<file path="src/rtl/core/cfp_pkg.sv">
// ----------------------------------------------------------------------------
// cfp_pkg
// Shared types, sizes, codes and helpers of the chemical formula parser.
// ----------------------------------------------------------------------------
package cfp_pkg;

	localparam int TABLE_SLOTS  = 16;
	localparam int SYMBOL_CHARS = 3;
	localparam int COUNT_BITS   = 16;

	localparam int SLOT_W = (TABLE_SLOTS > 1) ? $clog2(TABLE_SLOTS) : 1;
	localparam int USED_W = $clog2(TABLE_SLOTS + 1);
	localparam int SYM_W  = 8 * SYMBOL_CHARS;
	localparam int LEN_W  = $clog2(SYMBOL_CHARS + 1);

	localparam logic [COUNT_BITS-1:0] COUNT_MAX = {COUNT_BITS{1'b1}};

	// queues between the parts, power-of-two depth
	localparam int QDEPTH = 2;
	localparam int QPTR_W = (QDEPTH > 1) ? $clog2(QDEPTH) : 1;
	localparam int QCNT_W = $clog2(QDEPTH + 1);

	localparam logic KIND_CHAR = 1'b0;
	localparam logic KIND_END  = 1'b1;

	localparam logic RK_TERM   = 1'b0;
	localparam logic RK_STATUS = 1'b1;

	localparam logic [2:0] ST_OK      = 3'd0;
	localparam logic [2:0] ST_EMPTY   = 3'd1;
	localparam logic [2:0] ST_BADCHAR = 3'd2;
	localparam logic [2:0] ST_NOELEM  = 3'd3;
	localparam logic [2:0] ST_LONG    = 3'd4;
	localparam logic [2:0] ST_FULL    = 3'd5;

	typedef enum logic [2:0] {
		PH_START  = 3'b001,
		PH_SYMBOL = 3'b010,
		PH_COUNT  = 3'b100
	} phase_t;

	typedef struct packed {
		logic       kind;
		logic [7:0] ch;
	} in_word_t;

	typedef struct packed {
		logic        result_kind;
		logic [23:0] symbol;
		logic [15:0] term_count;
		logic [15:0] total_count;
		logic [3:0]  slot;
		logic [2:0]  status;
		logic        last_of_run;
	} out_word_t;

	// work handed from the front part to the back part
	typedef struct packed {
		logic                  is_end;
		logic                  has_term;
		logic [2:0]            err;
		logic                  seen;
		logic [SYM_W-1:0]      symbol;
		logic [COUNT_BITS-1:0] count;
	} op_t;

	// top three bytes of the symbol, zero padded for short symbols
	function automatic logic [23:0] show_symbol(input logic [SYM_W-1:0] sym);
		logic [SYM_W+23:0] ext;
		ext = {sym, 24'h0};
		return ext[SYM_W+23 -: 24];
	endfunction

	function automatic logic [15:0] clip_count(input logic [COUNT_BITS-1:0] v);
		logic [COUNT_BITS+15:0] ext;
		ext = {16'h0, v};
		if (ext > (COUNT_BITS+16)'(16'hFFFF))
			return 16'hFFFF;
		return ext[15:0];
	endfunction

endpackage

</file>
<file path="src/rtl/core/cfp_opq.sv">
// ----------------------------------------------------------------------------
// cfp_opq
// Short queue of parsed operations between the front and back parts.
// ----------------------------------------------------------------------------
module cfp_opq (
	input  logic         clk,
	input  logic         arst_n,
	input  logic         push,
	input  cfp_pkg::op_t wdata,
	output logic         full,
	input  logic         pop,
	output cfp_pkg::op_t rdata,
	output logic         empty
);
	import cfp_pkg::*;

	op_t               mem [QDEPTH];
	logic [QPTR_W-1:0] wr_ptr_q;
	logic [QPTR_W-1:0] rd_ptr_q;
	logic [QCNT_W-1:0] cnt_q;
	logic              do_push;
	logic              do_pop;

	assign full    = (cnt_q == QCNT_W'(QDEPTH));
	assign empty   = (cnt_q == '0);
	assign do_push = push && !full;
	assign do_pop  = pop && !empty;
	assign rdata   = mem[rd_ptr_q];

	always_ff @(posedge clk) begin
		if (do_push)
			mem[wr_ptr_q] <= wdata;
	end

	always_ff @(posedge clk or negedge arst_n) begin
		if (!arst_n) begin
			wr_ptr_q <= '0;
			rd_ptr_q <= '0;
			cnt_q    <= '0;
		end else begin
			if (do_push)
				wr_ptr_q <= wr_ptr_q + 1'b1;
			if (do_pop)
				rd_ptr_q <= rd_ptr_q + 1'b1;
			if (do_push && !do_pop)
				cnt_q <= cnt_q + 1'b1;
			else if (do_pop && !do_push)
				cnt_q <= cnt_q - 1'b1;
		end
	end

endmodule

</file>
<file path="src/rtl/core/cfp_resq.sv">
// ----------------------------------------------------------------------------
// cfp_resq
// Result queue that decouples the back part from the consumer.
// ----------------------------------------------------------------------------
module cfp_resq (
	input  logic               clk,
	input  logic               arst_n,
	input  logic               push,
	input  cfp_pkg::out_word_t wdata,
	output logic               full,
	input  logic               pop,
	output cfp_pkg::out_word_t rdata,
	output logic               empty
);
	import cfp_pkg::*;

	out_word_t         mem [QDEPTH];
	logic [QPTR_W-1:0] wr_ptr_q;
	logic [QPTR_W-1:0] rd_ptr_q;
	logic [QCNT_W-1:0] cnt_q;
	logic              do_push;
	logic              do_pop;

	assign full    = (cnt_q == QCNT_W'(QDEPTH));
	assign empty   = (cnt_q == '0);
	assign do_push = push && !full;
	assign do_pop  = pop && !empty;
	assign rdata   = mem[rd_ptr_q];

	always_ff @(posedge clk) begin
		if (do_push)
			mem[wr_ptr_q] <= wdata;
	end

	always_ff @(posedge clk or negedge arst_n) begin
		if (!arst_n) begin
			wr_ptr_q <= '0;
			rd_ptr_q <= '0;
			cnt_q    <= '0;
		end else begin
			if (do_push)
				wr_ptr_q <= wr_ptr_q + 1'b1;
			if (do_pop)
				rd_ptr_q <= rd_ptr_q + 1'b1;
			if (do_push && !do_pop)
				cnt_q <= cnt_q + 1'b1;
			else if (do_pop && !do_push)
				cnt_q <= cnt_q - 1'b1;
		end
	end

endmodule

</file>
<file path="src/rtl/core/cfp_front.sv">
// ----------------------------------------------------------------------------
// cfp_front
// Character classifier and term tokenizer; hands completed terms, errors
// and end marks to the back part.
// ----------------------------------------------------------------------------
module cfp_front (
	input  logic              clk,
	input  logic              arst_n,
	input  logic              push,
	input  cfp_pkg::in_word_t item,
	output logic              full,
	output logic              op_push,
	output cfp_pkg::op_t      op,
	input  logic              op_full
);
	import cfp_pkg::*;

	phase_t                phase_q, phase_d;
	logic [2:0]            err_q, err_d;
	logic                  seen_q, seen_d;
	logic [SYM_W-1:0]      buf_q, buf_d;
	logic [LEN_W-1:0]      len_q, len_d;
	logic [COUNT_BITS-1:0] acc_q, acc_d;

	logic                  accept;
	logic                  is_space, is_upper, is_lower, is_digit;
	logic [COUNT_BITS-1:0] cnt_eff;
	logic [COUNT_BITS+3:0] acc_prod;
	logic [COUNT_BITS-1:0] acc_next;
	logic [SYM_W-1:0]      ins;

	assign full   = op_full;
	assign accept = push && !op_full;

	assign is_space = (item.ch == 8'd32) || (item.ch >= 8'd9 && item.ch <= 8'd13);
	assign is_upper = (item.ch >= 8'd65) && (item.ch <= 8'd90);
	assign is_lower = (item.ch >= 8'd97) && (item.ch <= 8'd122);
	assign is_digit = (item.ch >= 8'd48) && (item.ch <= 8'd57);

	// missing count or zero count means one
	assign cnt_eff = (acc_q == '0) ? COUNT_BITS'(1) : acc_q;

	// decimal accumulate, saturating
	assign acc_prod = {4'h0, acc_q} * (COUNT_BITS+4)'(10)
		+ (COUNT_BITS+4)'(item.ch - 8'd48);
	assign acc_next = (acc_prod > {4'h0, COUNT_MAX}) ? COUNT_MAX
		: acc_prod[COUNT_BITS-1:0];

	// lowercase letter placed at the next free byte
	always_comb begin
		ins = '0;
		for (int i = 0; i < SYMBOL_CHARS; i++) begin
			if (LEN_W'(SYMBOL_CHARS - 1 - i) == len_q)
				ins[i*8 +: 8] = item.ch;
		end
	end

	always_comb begin
		phase_d     = phase_q;
		err_d       = err_q;
		seen_d      = seen_q;
		buf_d       = buf_q;
		len_d       = len_q;
		acc_d       = acc_q;
		op_push     = 1'b0;
		op          = '0;
		op.symbol   = buf_q;
		op.count    = cnt_eff;
		op.seen     = seen_q;
		if (accept) begin
			if (item.kind == KIND_END) begin
				op_push     = 1'b1;
				op.is_end   = 1'b1;
				op.has_term = (err_q == ST_OK) && (phase_q != PH_START);
				phase_d     = PH_START;
				err_d       = ST_OK;
				seen_d      = 1'b0;
				buf_d       = '0;
				len_d       = '0;
				acc_d       = '0;
			end else begin
				seen_d = 1'b1;
				if (err_q == ST_OK) begin
					if (phase_q == PH_SYMBOL && is_lower) begin
						if (len_q >= LEN_W'(SYMBOL_CHARS)) begin
							err_d   = ST_LONG;
							op.err  = ST_LONG;
							op_push = 1'b1;
						end else begin
							buf_d = buf_q | ins;
							len_d = len_q + 1'b1;
						end
					end else if (phase_q != PH_START && is_digit) begin
						acc_d   = acc_next;
						phase_d = PH_COUNT;
					end else begin
						// anything else closes the pending term; an uppercase letter then starts a new one
						op.has_term = (phase_q != PH_START);
						phase_d     = PH_START;
						if (!is_space) begin
							if (!is_upper) begin
								err_d  = ST_BADCHAR;
								op.err = ST_BADCHAR;
							end else begin
								buf_d                 = '0;
								buf_d[SYM_W-1 -: 8]   = item.ch;
								len_d                 = LEN_W'(1);
								acc_d                 = '0;
								phase_d               = PH_SYMBOL;
							end
						end
						op_push = (phase_q != PH_START) || (!is_space && !is_upper);
					end
				end
			end
		end
	end

	always_ff @(posedge clk or negedge arst_n) begin
		if (!arst_n) begin
			phase_q <= PH_START;
			err_q   <= ST_OK;
			seen_q  <= 1'b0;
			buf_q   <= '0;
			len_q   <= '0;
			acc_q   <= '0;
		end else begin
			phase_q <= phase_d;
			err_q   <= err_d;
			seen_q  <= seen_d;
			buf_q   <= buf_d;
			len_q   <= len_d;
			acc_q   <= acc_d;
		end
	end

endmodule

</file>
<file path="src/rtl/core/cfp_back.sv">
// ----------------------------------------------------------------------------
// cfp_back
// Symbol table: merges completed terms, tracks the formula status and
// builds the result words.
// ----------------------------------------------------------------------------
module cfp_back (
	input  logic               clk,
	input  logic               arst_n,
	input  cfp_pkg::op_t       op,
	input  logic               op_valid,
	output logic               op_pop,
	output logic               res_push,
	output cfp_pkg::out_word_t res,
	input  logic               res_full
);
	import cfp_pkg::*;

	logic [SYM_W-1:0]      sym_q [TABLE_SLOTS];
	logic [COUNT_BITS-1:0] tot_q [TABLE_SLOTS];
	logic [TABLE_SLOTS-1:0] valid_q;
	logic [USED_W-1:0]     used_q;
	logic [2:0]            err_q;
	logic                  sub_q;

	logic                  go;
	logic                  do_term;
	logic                  term_ok;
	logic                  end_two;
	logic [TABLE_SLOTS-1:0] hit;
	logic                  hit_any;
	logic [SLOT_W-1:0]     found;
	logic                  tab_full;
	logic [SLOT_W-1:0]     slot_sel;
	logic [COUNT_BITS:0]   sum;
	logic [COUNT_BITS-1:0] new_tot;
	logic [SLOT_W+3:0]     slot_ext;
	logic [2:0]            err_after;
	logic [2:0]            st;
	logic                  do_status;

	assign go       = op_valid && !res_full;
	assign do_term  = op.has_term && !sub_q && (err_q == ST_OK);
	assign end_two  = op.is_end && do_term;

	// parallel compare against every slot
	always_comb begin
		hit   = '0;
		found = '0;
		for (int i = 0; i < TABLE_SLOTS; i++)
			hit[i] = valid_q[i] && (sym_q[i] == op.symbol);
		for (int i = TABLE_SLOTS - 1; i >= 0; i--) begin
			if (hit[i])
				found = SLOT_W'(i);
		end
	end

	assign hit_any  = |hit;
	assign tab_full = (used_q == USED_W'(TABLE_SLOTS));
	assign term_ok  = do_term && (hit_any || !tab_full);
	assign slot_sel = hit_any ? found : used_q[SLOT_W-1:0];

	assign sum      = {1'b0, tot_q[found]} + {1'b0, op.count};
	assign new_tot  = !hit_any ? op.count
		: (sum[COUNT_BITS] ? COUNT_MAX : sum[COUNT_BITS-1:0]);
	assign slot_ext = {4'h0, slot_sel};

	// a full table takes priority over an error raised by the same character
	always_comb begin
		err_after = err_q;
		if (do_term && !term_ok)
			err_after = ST_FULL;
		if (!op.is_end && err_after == ST_OK && op.err != ST_OK)
			err_after = op.err;
	end

	always_comb begin
		if (err_q != ST_OK)
			st = err_q;
		else if (!op.seen)
			st = ST_EMPTY;
		else if (used_q == '0)
			st = ST_NOELEM;
		else
			st = ST_OK;
	end

	assign do_status = op.is_end && !end_two;
	assign op_pop    = go && !end_two;
	assign res_push  = go && (term_ok || do_status);

	always_comb begin
		res = '0;
		if (term_ok) begin
			res.result_kind = RK_TERM;
			res.symbol      = show_symbol(op.symbol);
			res.term_count  = clip_count(op.count);
			res.total_count = clip_count(new_tot);
			res.slot        = slot_ext[3:0];
			res.status      = ST_OK;
			res.last_of_run = !op.is_end;
		end else begin
			res.result_kind = RK_STATUS;
			res.status      = st;
			res.last_of_run = 1'b1;
		end
	end

	always_ff @(posedge clk) begin
		if (go && term_ok) begin
			sym_q[slot_sel] <= op.symbol;
			tot_q[slot_sel] <= new_tot;
		end
	end

	always_ff @(posedge clk or negedge arst_n) begin
		if (!arst_n) begin
			valid_q <= '0;
			used_q  <= '0;
			err_q   <= ST_OK;
			sub_q   <= 1'b0;
		end else if (go) begin
			if (do_status) begin
				// end of formula: table and status start over
				valid_q <= '0;
				used_q  <= '0;
				err_q   <= ST_OK;
				sub_q   <= 1'b0;
			end else begin
				err_q <= err_after;
				if (end_two)
					sub_q <= 1'b1;
				if (term_ok && !hit_any) begin
					valid_q[slot_sel] <= 1'b1;
					used_q            <= used_q + 1'b1;
				end
			end
		end
	end

endmodule

</file>
<file path="src/rtl/core/chemical_formula_parser.sv">
// A term result is registered in the operation queue and then in the result queue.
// An end word that closes a pending term gives the term word and then the status word.
// Throughput: one word per cycle while full is low; the table stage handles an end word with a
// pending term once for the term and once for the status. All slots are compared in parallel.
// Reset: arst_n clears the parser state, the table valid bits and both queues; no clearing pass.
// ----------------------------------------------------------------------------
// chemical_formula_parser
// Parses a flat chemical formula one character per word and reports each
// term with its merged total, then a final status per formula.
// ----------------------------------------------------------------------------
module chemical_formula_parser (
	input  logic               clk,
	input  logic               arst_n,
	input  logic               push,
	output logic               full,
	input  cfp_pkg::in_word_t  item,
	output logic               empty,
	input  logic               pop,
	output cfp_pkg::out_word_t result
);
	import cfp_pkg::*;

	logic      op_push;
	op_t       op_in;
	logic      op_full;
	op_t       op_head;
	logic      op_empty;
	logic      op_pop;
	logic      res_push;
	out_word_t res_word;
	logic      res_full;

	cfp_front u_front (
		.clk     (clk),
		.arst_n  (arst_n),
		.push    (push),
		.item    (item),
		.full    (full),
		.op_push (op_push),
		.op      (op_in),
		.op_full (op_full)
	);

	cfp_opq u_opq (
		.clk    (clk),
		.arst_n (arst_n),
		.push   (op_push),
		.wdata  (op_in),
		.full   (op_full),
		.pop    (op_pop),
		.rdata  (op_head),
		.empty  (op_empty)
	);

	cfp_back u_back (
		.clk      (clk),
		.arst_n   (arst_n),
		.op       (op_head),
		.op_valid (!op_empty),
		.op_pop   (op_pop),
		.res_push (res_push),
		.res      (res_word),
		.res_full (res_full)
	);

	cfp_resq u_resq (
		.clk    (clk),
		.arst_n (arst_n),
		.push   (res_push),
		.wdata  (res_word),
		.full   (res_full),
		.pop    (pop),
		.rdata  (result),
		.empty  (empty)
	);

	a_res_no_overflow: assert property (@(posedge clk) disable iff (!arst_n)
		res_push |-> !res_full)
		else $error("result word pushed into a full result queue");

	a_op_no_underflow: assert property (@(posedge clk) disable iff (!arst_n)
		op_pop |-> !op_empty)
		else $error("operation popped from an empty queue");

	a_term_nonzero: assert property (@(posedge clk) disable iff (!arst_n)
		(res_push && res_word.result_kind == RK_TERM) |->
			(res_word.term_count != 16'h0 && res_word.total_count >= res_word.term_count))
		else $error("term word with a zero count or a total below its count");

	a_end_two_words: assert property (@(posedge clk) disable iff (!arst_n)
		(res_push && res_word.result_kind == RK_TERM && !res_word.last_of_run) |=>
			!op_empty)
		else $error("end word left the queue before its status word");

endmodule

</file>
<file path="config.mk">
export PLATFORM = sky130hd
export DESIGN_NAME = chemical_formula_parser
export DESIGN_NICKNAME = d
export VERILOG_FILES = /design/src/rtl/core/cfp_pkg.sv /design/src/rtl/core/cfp_opq.sv /design/src/rtl/core/cfp_resq.sv /design/src/rtl/core/cfp_front.sv /design/src/rtl/core/cfp_back.sv /design/src/rtl/core/chemical_formula_parser.sv
export SDC_FILE = /design/constraint.sdc
export NUM_CORES = 2
export LEC_CHECK = 0
export ABC_AREA = 1
export BUFFER_PORTS_ARGS = -buffer_cell sky130_fd_sc_hd__buf_2
export CAP_MARGIN = 20
export CORE_MARGIN = 1
export CORE_UTILIZATION = 50
export CTS_CLUSTER_DIAMETER = 100
export DETAILED_ROUTE_END_ITERATION = 10
export PLACE_DENSITY = 0.71
export SYNTH_ARGS = -nofsm -noshare
export SYNTH_HDL_FRONTEND = slang
export SYNTH_SLANG_ARGS = --single-unit
</file>
<file path="constraint.sdc">
create_clock -name clk -period 10 [get_ports clk]
set_input_delay 2 -clock clk [delete_from_list [all_inputs] [get_ports clk]]
set_output_delay 2 -clock clk [all_outputs]
set_load 0.02 [all_outputs]
</file>
==> qor.csv <==
metric,value,unit
grt_start_max_net_pins,77,
synth-edff-count,860,
syn_inst,4876,
cts_setup_buffers,0,
min_from,u_front.buf_q[6],
cts_tree,yes,
grt-ovfl-total,0,
endpoint_kind,flop,
peakVddDrop,0.281,mV
critPathMostFrequentCell,nand2_1,
cts_sinks,941,
synth_area_per_cell,9.69,sq um
core,0.0935,sq mm
yosys.area.top_type,edfxtp_1,
period_minus_slack,8790,ps
required,10310,ps
rsz0062_at_grt,false,
start_util,50.5,%
power_per_cell_area,286,mW/mm^2
gp_congestion,0.994,
grt_pass1_vias,34200,
synthTopCellsByArea,"edfxtp_1, nand2_1, inv_1, dfrtp_1, nand3_1",
synth_top_area_share,54.7,%
ios,80,
fmax,0.114,GHz
ctsHoldBuffers,0,
wl_per_cell,22.4,microns
arrival,9100,ps
hold_viol_final,0,
min_path_type,reg -> reg,
yosys.cell_types.count,71,
synth_warnings,0,
num_rows,112,
ys_ff_latch,941,
power_leakage,22.0,nW
vias,36400,
yosys_most_used_dff,edfxtp_1,
maxSlewHeadroom,20.9,%
cts_made_buffers,94,
startpoint,u_opq.rd_ptr_q,
synth-seq-area-share,59.0,%
post_cts_resized,0,
worstMarginPinSlew,1180,ps
drv_slew,0,
hold_ws,463,ps
ant_nets,0,
hpwl,92300,microns
start_kind,flop,
synthArstFlopShare,8.61,%
post-route-period-util,87.9,%
clock_skew,44.3,ps
drtPass1Iterations,6,
cp_slowest_stage_delay,860,ps
drive_above_1_share,10.2,%
die_w,309,microns
port_buffers,79,
fin_nets,5073,
ctsLongestPathBuffers,3,
viasPerCell,5.76,
path_class,reg -> reg,
areaGrowthSynthToFinish,11.1,%
critPathSlowestCell,nand2_1,
synth_nets,4967,
tns,0,ps
dieArea,0.0957,sq mm
wirelength,142000,microns
grt_usage,29.5,%
cts-root-buf,clkbuf_16,
die_h,309,microns
path_clk_slew,60,ps
drt-initial-drc-count,5040,
drc,0,
setup_viol,0,
clk_latency,690,ps
htreeDepth,3,
rr_startpoint,u_opq.rd_ptr_q,
max_cap_viol_count,0,
status,"finished, final reports clean",
antenna_found_initial,1,
netlist_area,0.0472,sq mm
grt_pass1_wl,210000,microns
critPathMaxFanout,76,
-- synth_stat cells (all sizes together) (9+ instances only) --
master   number
nand2      1386
edfxtp      860
inv         603
nor2        352
nand3       279
o21ai       207
buf         122
nand3b      100
a21oi        91
nand4        91
xor2         87
or2          82
dfrtp        80
ha           75
clkbuf       72
o22ai        65
nor4         61
nor3         59
xnor2        59
a221oi       18
a211oi       15
o2111ai      12
a31oi        11
nor3b        11
nor4b         9
o21bai        9
-- cell usage in the layout, fill, tap and decap left out, drive strengths merged, types with 80 or more instances in the layout --
cell type and n:
nand4 91, inv 608, a21oi 91, clkbuf 122, or2 82, xor2 87, dfrtp 80, nand3b 100
o21ai 207, nand2 1386, buf 204, nand3 279, nor2 352, edfxtp 860
-- layout make-up --
cell class / instances / area [sq um]
fill: 7925 / 41000
inverter: 603 / 2270
clock buffer: 122 / 2520
clock inverter: 56 / 698
timing repair buffer: 204 / 1390
sequential: 941 / 27900
tap: 1254 / 1570
antenna: 1 / 2.50
multi-input combinational: 3138 / 16200
-- flip-flops by register name, indices dropped and copies added, names as in the netlist --
| signal | count |
|---|---|
| u_opq.mem | 90 |
| u_resq.cnt_q | 2 |
| u_opq.wr_ptr_q | 1 |
| u_front.buf_q | 24 |
| u_back.sym_q | 384 |
| u_front.phase_q | 3 |
| u_resq.wr_ptr_q | 1 |
| u_back.err_q | 3 |
| u_back.tot_q | 256 |
| u_resq.mem | 130 |
| u_opq.cnt_q | 2 |
| u_front.len_q | 2 |
| u_back.sub_q | 1 |
| u_resq.rd_ptr_q | 1 |
| u_back.valid_q | 16 |
| u_back.used_q | 5 |
| u_front.err_q | 2 |
| u_front.seen_q | 1 |
| u_opq.rd_ptr_q | 1 |
| u_front.acc_q | 16 |
-- metal layers --
layer	GRT usage (%)	up-vias	routed length (microns)
met2	44.6	2121	61800
met1	41.2	17300	57800
met3	6.70	331	16500
met5	0	-	0
li1	-	16600	-
met4	12.1	0	5670
-- per-stage QoR --
| step | util [%] | instances | setup slack (ps) | instance area (sq um) | total power, mW |
|---|---|---|---|---|---|
| after CTS | 56.1 | 6317 | 1440 | 52500 | 14.8 |
| after global placement | 52.7 | 6139 | 1610 | 49300 | 11.1 |
| after floorplan | - | 4876 | 2840 | 47200 | 8.94 |
| after detailed placement | 52.7 | 6139 | 1480 | 49300 | 11.2 |
| after global routing | 56.2 | 6318 | 631 | 52500 | 15.6 |
| final | 56.2 | 6319 | 1210 | 52500 | 15.0 |
-- kinds of logic after synthesis --
logic type / synth area share, %
AO/OA/AOI/OAI: 5.91
XOR/XNOR: 2.72
multiplexers: 0.0424
buffers and inverters: 7.08
adder cells (fa/ha/maj): 2.11
AND/OR/NAND/NOR: 23.2
flip-flops: 59.0
-- path summary, 6_finish.rpt --
kind | end | slack (ps) | cells after the start
min in group asynchronous | u_front.phase_q[1] | 1180 | 1
worst max-delay path | u_back.tot_q[13][9] | 1210 | 35
worst max register to register | u_back.tot_q[13][9] | 1210 | 35
worst min register to register | u_opq.mem[0][22] | 460 | 0
worst min-delay path | u_opq.mem[0][22] | 460 | 0
max in group asynchronous | u_opq.rd_ptr_q | 7490 | 2
-- worst max-delay path: cells and delay by family (launching register included) --
family	cells	cell delay, ps
fa+ha+maj	1	310
flops	1	420
simple gates	16	3690
compound gates	13	2200
buf+inv	5	1690
-- power by group --
| part | switching [mW] | total, mW | internal (mW) |
|---|---|---|---|
| Sequential | 0.193 | 5.50 | 5.31 |
| Clock | 1.58 | 3.69 | 2.11 |
| Combinational | 4.36 | 5.81 | 1.45 |
| Total | 6.14 | 15.0 | 8.87 |
No activity file was read; power rests on OpenSTA's default activity.
